==> config.mk <==
export PLATFORM = sky130hd
export DESIGN_NAME = tcu_ctrl
export DESIGN_NICKNAME = d
export VERILOG_FILES = /design/src/rtl/core/tcu_pkg.sv /design/src/rtl/core/tcu_ctrl.sv
export SDC_FILE = /design/constraint.sdc
export NUM_CORES = 1
export LEC_CHECK = 0
export ABC_AREA = 1
export BUFFER_PORTS_ARGS = -buffer_cell sky130_fd_sc_hd__buf_2
export CAP_MARGIN = 20
export CORE_MARGIN = 2
export CORE_UTILIZATION = 46
export DETAILED_ROUTE_END_ITERATION = 6
export PLACE_DENSITY = 0.8
export SETUP_SLACK_MARGIN = 0.02
export SYNTH_ARGS = -nofsm -noshare
export SYNTH_HDL_FRONTEND = slang
export SYNTH_SLANG_ARGS = --single-unit
==> constraint.sdc <==
create_clock -name clk -period 3.3 [get_ports clk]
set_input_delay 0 -clock clk [delete_from_list [all_inputs] [get_ports clk]]
set_output_delay 0 -clock clk [all_outputs]
set_load 0.01 [all_outputs]
==> src/rtl/core/tcu_pkg.sv <==
package tcu_pkg;

  // sizes
  localparam int NV         = 32;
  localparam int IDX_W      = 5;
  localparam int CNT_W      = 6;
  localparam int ROW_W      = 2 * NV;
  localparam int DEG_W      = 5;
  localparam int STK_DEPTH  = NV - 1;
  localparam int SP_W       = 5;
  localparam int SDEG_DEPTH = STK_DEPTH * NV;
  localparam int SDEG_AW    = SP_W + IDX_W;
  localparam int SROW_W     = 4 * NV;
  localparam int STK_W      = SROW_W + DEG_W + 2 * IDX_W;

  // entry codes
  localparam logic [1:0] E_NONE  = 2'd0;
  localparam logic [1:0] E_BLACK = 2'd1;
  localparam logic [1:0] E_RED   = 2'd2;
  localparam logic [1:0] E_DEL   = 2'd3;

  localparam logic [DEG_W-1:0] DEG_MAX = 5'd31;

  // opcodes
  localparam logic [2:0] OP_CLEAR    = 3'd0;
  localparam logic [2:0] OP_WRITE    = 3'd1;
  localparam logic [2:0] OP_CONTRACT = 3'd2;
  localparam logic [2:0] OP_UNDO     = 3'd3;
  localparam logic [2:0] OP_READ     = 3'd4;

  // error codes
  localparam logic [2:0] ERR_OK      = 3'd0;
  localparam logic [2:0] ERR_ORDER   = 3'd1;
  localparam logic [2:0] ERR_DELETED = 3'd2;
  localparam logic [2:0] ERR_STACK   = 3'd3;
  localparam logic [2:0] ERR_RANGE   = 3'd4;

  // config register indexes
  localparam logic REG_VCOUNT = 1'b0;
  localparam logic REG_IWIDTH = 1'b1;

  typedef enum logic [1:0] {RD_NONE, RD_A, RD_B, RD_WALK} rd_sel_t;

  typedef struct packed {
    logic             latch;
    rd_sel_t          rd_sel;
    logic             cap_a;
    logic             cap_b;
    logic             check;
    logic             clear;
    logic             push;
    logic             wr_a;
    logic             wr_b;
    logic             walk_issue;
    logic [IDX_W-1:0] walk_idx;
    logic             fin_a;
    logic             fin_b;
    logic             undo_end;
    logic             out_load;
  } cmd_t;

  typedef struct packed {
    logic [2:0] op;
    logic [2:0] err;
  } stat_t;

  function automatic logic [1:0] ent_get(input logic [ROW_W-1:0] row,
                                         input logic [IDX_W-1:0] idx);
    return row[{idx, 1'b0} +: 2];
  endfunction

  function automatic logic [ROW_W-1:0] ent_put(input logic [ROW_W-1:0] row,
                                               input logic [IDX_W-1:0] idx,
                                               input logic [1:0]       val);
    logic [ROW_W-1:0] r;
    r = row;
    r[{idx, 1'b0} +: 2] = val;
    return r;
  endfunction

  function automatic logic [DEG_W-1:0] sat_up(input logic [DEG_W-1:0] d, input logic en);
    return (en && d != DEG_MAX) ? d + 5'd1 : d;
  endfunction

  function automatic logic [DEG_W-1:0] sat_dn(input logic [DEG_W-1:0] d, input logic en);
    return (en && d != '0) ? d - 5'd1 : d;
  endfunction

endpackage

==> src/rtl/core/tcu_ctrl.sv <==
module tcu_ctrl (
  input  logic           clk,
  input  logic           rst_n,
  input  logic           start,
  input  tcu_pkg::stat_t stat,
  output tcu_pkg::cmd_t  cmd,
  output logic           busy,
  output logic           out_strobe
);

  typedef enum logic [3:0] {
    S_IDLE, S_RDA, S_RDB, S_CAPB, S_CHK, S_WRA, S_WRB,
    S_WALK, S_DRAIN, S_FINA, S_FINB, S_ORD, S_OUT
  } state_t;

  state_t                    state_r;
  logic [tcu_pkg::IDX_W-1:0] cnt_r;
  logic                      busy_r, strobe_r;
  logic                      ok;

  assign ok         = stat.err == tcu_pkg::ERR_OK;
  assign busy       = busy_r;
  assign out_strobe = strobe_r;

  // sequencer
  always_ff @(posedge clk) begin
    if (!rst_n) begin
      state_r  <= S_IDLE;
      cnt_r    <= '0;
      busy_r   <= 1'b0;
      strobe_r <= 1'b0;
    end else begin
      strobe_r <= 1'b0;
      case (state_r)
        S_IDLE: begin
          if (start) begin
            state_r <= S_RDA;
            busy_r  <= 1'b1;
          end
        end
        S_RDA:  state_r <= S_RDB;
        S_RDB:  state_r <= S_CAPB;
        S_CAPB: state_r <= S_CHK;
        S_CHK: begin
          cnt_r <= '0;
          if (!ok) begin
            state_r <= S_ORD;
          end else begin
            case (stat.op)
              tcu_pkg::OP_WRITE:    state_r <= S_WRA;
              tcu_pkg::OP_CONTRACT: state_r <= S_WALK;
              tcu_pkg::OP_UNDO:     state_r <= S_WALK;
              default:              state_r <= S_ORD;
            endcase
          end
        end
        S_WRA:  state_r <= S_WRB;
        S_WRB:  state_r <= S_ORD;
        S_WALK: begin
          cnt_r <= cnt_r + 5'd1;
          if (cnt_r == tcu_pkg::IDX_W'(tcu_pkg::NV - 1)) state_r <= S_DRAIN;
        end
        S_DRAIN: state_r <= (stat.op == tcu_pkg::OP_CONTRACT) ? S_FINA : S_ORD;
        S_FINA:  state_r <= S_FINB;
        S_FINB:  state_r <= S_ORD;
        S_ORD:   state_r <= S_OUT;
        S_OUT: begin
          state_r  <= S_IDLE;
          busy_r   <= 1'b0;
          strobe_r <= 1'b1;
        end
        default: state_r <= S_IDLE;
      endcase
    end
  end

  // commands to the datapath
  always_comb begin
    cmd            = '0;
    cmd.rd_sel     = tcu_pkg::RD_NONE;
    cmd.latch      = (state_r == S_IDLE) && start;
    cmd.walk_idx   = cnt_r;
    case (state_r)
      S_RDA:  cmd.rd_sel = tcu_pkg::RD_A;
      S_RDB: begin
        cmd.rd_sel = tcu_pkg::RD_B;
        cmd.cap_a  = 1'b1;
      end
      S_CAPB: cmd.cap_b = 1'b1;
      S_CHK: begin
        cmd.check = 1'b1;
        cmd.clear = ok && (stat.op == tcu_pkg::OP_CLEAR);
        cmd.push  = ok && (stat.op == tcu_pkg::OP_CONTRACT);
      end
      S_WRA:  cmd.wr_a = 1'b1;
      S_WRB:  cmd.wr_b = 1'b1;
      S_WALK: begin
        cmd.rd_sel     = tcu_pkg::RD_WALK;
        cmd.walk_issue = 1'b1;
      end
      S_DRAIN: cmd.undo_end = (stat.op == tcu_pkg::OP_UNDO);
      S_FINA:  cmd.fin_a = 1'b1;
      S_FINB:  cmd.fin_b = 1'b1;
      S_ORD:   cmd.rd_sel = tcu_pkg::RD_A;
      S_OUT:   cmd.out_load = 1'b1;
      default: ;
    endcase
  end

endmodule

==> impl_metrics.py, run 1 <==
metrics = {
    "final_layout": {
        "n_antenna_cell": 0,
        "multi_input_area_um2": 447.9,
        "fin_cells": 167,
        "design_area_um2": 957.2,
        "nFillCells": 153,
        "area_growth_pct": 27.50,
        "nets": 163,
        "seq_area_um2": 220.2,
        "drive_gt1_share_pct": 29.80,
    },
    "sta": {
        "hold_viol_final": 0,
        "slew_viol_final": 0,
        "slew_headroom_pct": 80.08,
        "timing.setup.tns_ns": 0,
        "finalSetupViolCount": 0,
        "fin_crit_ns": 1.442,
        "rsz0062_at_grt": "no",
        "clock_skew_ns": 0.01079,
        "clock.fmax_mhz": 693.5,
        "tightestPinTransition_ns": 0.2984,
        "period_share_pct": 43.70,
        "layout_setup_ws_ns": 1.858,
    },
    "clocking": {
        "clk_path_buf_depth": 2,
        "cts_sinks": 11,
        "cts_root_buffer": "clkbuf_4",
        "clkLatencyLatePin_ns": 0.27,
        "cts_made_buffers": 3,
        "path_clk_slew_ns": 0.08,
        "htree_levels": 1,
        "tritoncts": "done",
    },
    "setup_path": {
        "required_ns": 3.30,
        "path_cells": "nand2_4 -> nor2_8 -> nand2_2 -> nor4_1 -> buf_2",
        "worst_ep_arrival_time_ns": 1.44,
        "critPathTopFamily": "simple AND/OR/NAND/NOR gates",
        "crit_path_start_kind": "flip-flop",
        "path_max_fanout": 6,
        "critPathBufInv": 1,
        "critPathMaxStageDelay_ns": 0.45,
        "critical_path_class": "reg -> out",
        "cp-end-kind": "primary output",
        "slowest_stage": "dfxtp_1",
    },
    "synthesis": {
        "avgSynthCellArea_um2": 6.472,
        "synth_ff_type": "dfxtp_1",
        "yosys.area_share.simple_pct": 40.33,
        "synth_cell_type_count": 23,
        "seq_area_frac_synth_pct": 29.33,
        "synthTopCellsByArea": "dfxtp_1 29%, nand2_1 13%, nor2_1 11%, inv_1 10%, nor2_8 5.3%",
        "synth_fa_ha_area_share_pct": 3.333,
        "ys_warn_count": 0,
        "synth_top_area_share_pct": 29.33,
        "synth-compound-area-share_pct": 16.00,
        "synth-xor-area-share_pct": 0,
        "netlist_area_um2": 750.7,
        "async_flop_share_pct": 0,
        "synth_nets": 127,
        "synth_mux_area_share_pct": 0,
        "synth-edff-count": 0,
        "synth_top_family_by_area": "simple AND/OR/NAND/NOR gates",
        "syn_inst": 116,
        "yosysMostFrequentCell": "nand2_1",
        "ys_ff_latch": 11,
        "synth_common_cells": "25 x nand2_1, 22 x nor2_1, 21 x inv_1",
        "synth_area_leader_cell": "dfxtp_1",
    },
    "global_routing": {
        "grt_max_degree": 9,
        "grt_overflow": 0,
        "grt_pass1_wl_mm": 2.856,
        "antenna_found_initial": 0,
        "grt_pass1_vias": 719,
        "grt_use_total_pct": 19.54,
    },
    "floorplanning": {
        "ios": 31,
        "chipWidth_um": 44.40,
        "die_y_um": 44.40,
        "start_util_pct": 49.26,
        "die-area_mm2": 0.001971,
        "num_rows": 14,
        "core_mm2": 0.001524,
    },
    "power": {
        "clockPowerShare_pct": 26.8,
        "power_density_mw_per_mm2": 358.0,
        "irDropWorstVdd_uv": 315.1,
        "power_frac_seq_pct": 43.9,
        "p_leak_nw": 0.5638,
        "power_mw": 0.3427,
        "p_sw_mw": 0.1196,
        "p_int_mw": 0.2231,
        "switching_share_pct": 34.89,
        "power_frac_comb_pct": 29.4,
    },
    "detailed_routing": {
        "wire_per_inst_um": 10.39,
        "drc": 0,
        "drt_iter0_drc": 5,
        "wl_mm": 1.735,
        "drt-pass1-iter-count": 4,
        "route.vias.total": 835,
        "ant_nets": 0,
        "vias_per_cell": 5.000,
    },
    "placed_design": {
        "dp_slack_ns": 1.974,
        "finalWeightedCongestion": 0.8553,
        "io_buffers": 30,
        "dp_hpwl_mm": 1.408,
        "dp.cells": 162,
        "place_area_um2": 920.9,
    },
    "status": {
        "status": "finished clean",
    },
    "flow_run": {
        "cap_violations": 0,
    },
    "worst_hold_path": {
        "hold_path_class": "in -> reg",
    },
}
power by group through the flow:
| stage | sequential [mW] | clock, mW | combinational [mW] |
|---|---|---|---|
| after CTS | 0.150 | 0.0929 | 0.101 |
| after global placement | 0.153 | 0 | 0.0964 |
| final | 0.150 | 0.0917 | 0.101 |
| after global routing | 0.151 | 0.102 | 0.114 |
| after detailed placement | 0.153 | 0 | 0.0998 |
| after floorplan | 0.153 | 0 | 0.0693 |
state kept, by name, summed over array words and instances (netlist names):
register and cells:
state_r 4, cnt_r 5, busy 1, out_strobe 1
worst min-delay path: stages:
cell and delay, ns:
buf_2 0.09, inv_1 0.07, nor2_1 0.05, inv_1 0.04
a21oi_1 0.05
layer usage:
metal  part of all wire, %  GRT usage (%)
met5                     0              0
met4                   1.3          9.091
met3                   4.4          3.673
met2                    50          35.88
met1                    44          21.41
logic make-up (layout without fill, tap and decap cells):
kind of cell	after synthesis	in the layout
buf+inv	22	57
flops	11	11
fa+ha+maj	2	2
compound gates	19	19
simple gates	62	62
metrics by stage:
step                      hold slack [ns]  utilization (%)
final                             0.09381            62.81
after global routing               0.1352            62.81
after floorplan                   0.05040                -
after CTS                         0.09192            62.81
after global placement             0.2345            60.43
after detailed placement           0.2391            60.43
cell usage in the layout (no fill, tap or decap), types with 2 or more instances in the layout:
| cell | netlist | layout |
|---|---|---|
| buf_2 | 0 | 30 |
| nand2_1 | 25 | 25 |
| nor2_1 | 22 | 22 |
| inv_1 | 21 | 21 |
| dfxtp_1 | 11 | 11 |
| a21oi_1 | 7 | 7 |
| o21ai_0 | 5 | 5 |
| nand3_1 | 4 | 4 |
| nand2_2 | 3 | 3 |
| clkbuf_4 | 0 | 3 |
| nand2_4 | 2 | 2 |
| nor2_8 | 2 | 2 |
| ha_1 | 2 | 2 |
final cells by class:
cell class	instances	area share, %
inverters	22	8.627
flip-flops and latches	11	23.01
multi-input cells	83	46.80
clock buffers	4	2.745
repair buffers	31	16.73
well taps	16	2.092
path summary, 6_finish.rpt:
check,endpoint,slack [ns],from,depth (start not counted)
worst min register to register,busy,0.46,busy,2
worst min-delay path,busy,0.09,start,5
worst max-delay path,cmd[13],1.86,state_r[2],5
worst max register to register,state_r[1],1.95,cnt_r[0],9
timing repair:
item,in CTS,in global routing
resized for setup,0,0
hold endpoints to repair,2,0
hold buffers,1,0
buffers inserted,0,0
Note: power is estimated with default switching activity, not from simulation.
==> run 2: changes to the inputs <==
==> constraint.sdc (replaced) <==
create_clock -name clk -period 1.46 [get_ports clk]
set_input_delay 0 -clock clk [delete_from_list [all_inputs] [get_ports clk]]
set_output_delay 0 -clock clk [all_outputs]
set_load 0.01 [all_outputs]
==> run 2 against run 1 <==
Compared with the run above: worst hold slack about the same; first-iteration DRC count unchanged; count of clock-buffer cells in the layout unchanged; cell count unchanged; global-route usage unchanged; sequential share of layout area increased by 0.30 points; worst setup slack got worse by 1.8 ns; die area unchanged; flip-flop and latch count unchanged; critical path type unchanged; critical endpoint unchanged.
==> impl_metrics.py, run 2 (synthesized netlist as in run 1, its figures left out) <==
metrics = {
    "status": {
        "status": "finished clean",
    },
    "setup_path": {
        "path_max_fanout": 6,
        "crit_path_start_kind": "flip-flop",
        "worst_ep_arrival_time_ns": 1.36,
        "critPathMaxStageDelay_ns": 0.38,
        "r2r_cells": 9,
        "required_ns": 1.46,
        "slowest_stage": "dfxtp_1",
        "crit_path_frequent_cell": "nand2_2",
        "cp-end-kind": "primary output",
        "path_cells": "inv_1 -> nand2_2 -> nor2_8 -> nand2_2 -> nor4_1 -> buf_2",
        "critical_path_class": "reg -> out",
    },
    "detailed_routing": {
        "wire_per_inst_um": 10.44,
        "drc": 0,
        "drt_iter0_drc": 5,
        "vias_per_cell": 5.006,
        "wl_mm": 1.743,
        "drt-pass1-iter-count": 4,
        "ant_nets": 0,
        "route.vias.total": 836,
    },
    "final_layout": {
        "reg.largest.list": "cnt_r (5), state_r (4)",
        "fin_cells": 167,
        "nets": 163,
        "final_common_cell": "buf_2",
        "drive_gt1_share_pct": 32.45,
        "final_cell_mix": "30 x buf_2, 25 x nand2_1, 22 x nor2_1",
        "largest_reg_flops": 5,
        "regMostFlops": "cnt_r",
        "n_antenna_cell": 0,
        "area_growth_pct": 28.00,
    },
    "global_routing": {
        "grt_pass1_wl_mm": 2.856,
        "antenna_found_initial": 0,
        "grt_overflow": 0,
        "grt_max_degree": 9,
        "grt_use_total_pct": 19.54,
        "grt_pass1_vias": 719,
    },
    "floorplanning": {
        "num_rows": 14,
        "chipWidth_um": 44.40,
        "ios": 31,
        "start_util_pct": 49.26,
        "die_y_um": 44.40,
        "die-area_mm2": 0.001971,
        "core_mm2": 0.001524,
    },
    "placed_design": {
        "dp_slack_ns": 0.1338,
        "io_buffers": 30,
        "finalWeightedCongestion": 0.8553,
        "dp_hpwl_mm": 1.408,
        "dp.cells": 162,
    },
    "sta": {
        "hold_viol_final": 0,
        "layout_setup_ws_ns": 0.09954,
        "slew_viol_final": 0,
        "rsz0062_at_grt": "yes",
        "fin_crit_ns": 1.360,
        "tightestPinTransition_ns": 0.2983,
        "clock.fmax_mhz": 735.0,
        "clock_skew_ns": 0.01078,
        "finalSetupViolCount": 0,
        "period_share_pct": 93.18,
        "slew_headroom_pct": 80.09,
        "timing.setup.tns_ns": 0,
    },
    "clocking": {
        "cts_made_buffers": 3,
        "cts_sinks": 11,
        "cts_setup_buffers": 0,
        "path_clk_slew_ns": 0.06,
        "htree_levels": 1,
        "clk_path_buf_depth": 2,
        "tritoncts": "done",
        "clkLatencyLatePin_ns": 0.27,
        "cts_root_buffer": "clkbuf_4",
    },
    "power": {
        "p_int_mw": 0.5054,
        "clockPowerShare_pct": 26.7,
        "p_sw_mw": 0.2713,
        "power_frac_comb_pct": 29.4,
        "power_density_mw_per_mm2": 808.3,
        "power_frac_seq_pct": 44.0,
        "irDropWorstVdd_uv": 714.4,
        "p_leak_nw": 0.5651,
        "switching_share_pct": 34.93,
    },
    "worst_hold_path": {
        "hold_path_class": "in -> reg",
        "hold_depth": 5,
    },
    "flow_run": {
        "cap_violations": 0,
    },
}
[run 2: cell types whose count changed in the layout (fill, tap and decap cells not counted)]
cell,delta
dfxtp_1,-3
dfxtp_2,+3
inv_1,-1
inv_2,+1
[run 2: layout make-up]
class	count	area [µm²]
fill	157	563.0
multi-input combinational	83	447.9
inverter	22	82.58
timing repair buffer	31	160.2
tap	16	20.02
clock buffer	4	26.28
sequential	11	224.0
[run 2: power by group through the flow]
stage               clock network [mW]  registers, mW  logic (mW)
floorplan                            0          0.345       0.157
global placement                     0          0.346       0.218
detailed placement                   0          0.347       0.225
CTS                              0.210          0.340       0.229
global route                     0.230          0.343       0.259
finish                           0.207          0.341       0.228
[run 2: routing by layer]
metal  vias up  global-route usage [%]  share of wire, %
li1        435                       -                 -
met1       378                   21.41                43
met2        19                   35.88                51
met3         4                   3.673               4.4
met4         0                   9.091               1.3
met5         -                       0                 0
[run 2: final timing paths]
check / from / endpoint / slack (ns)
setup / recovery: state_r[0] / cmd[13] / 0.1
hold / removal: start / busy / 0.09
setup reg to reg: cnt_r[1] / state_r[1] / 0.15
hold reg to reg: busy / busy / 0.46
[run 2: repair_timing]
| item | 4_1_cts | 5_1_grt |
|---|---|---|
| endpoints found under the hold margin | 2 | 0 |
| hold buffers | 1 | 0 |
| setup endpoints to repair | 1 | 3 |
| resized for setup | 1 | 3 |
[run 2: metrics by stage]
step	power, mW	utilization, %	instance area, µm²	hold slack (ns)
2_1_floorplan	0.5018	-	750.7	0.05040
3_5_place_dp	0.5721	60.43	920.9	0.2391
4_1_cts	0.7786	62.89	958.4	0.09192
5_1_grt	0.8322	63.05	960.9	0.1353
3_3_place_gp	0.5635	60.43	920.9	0.2345
6_report	0.7767	63.05	960.9	0.09427
[run 2: worst max-delay path: cells and delay by family (launching register included)]
kind	cells	cell delay, ns
buffers and inverters	2	0.27
and+or+nand+nor	4	0.46
DFF	1	0.38
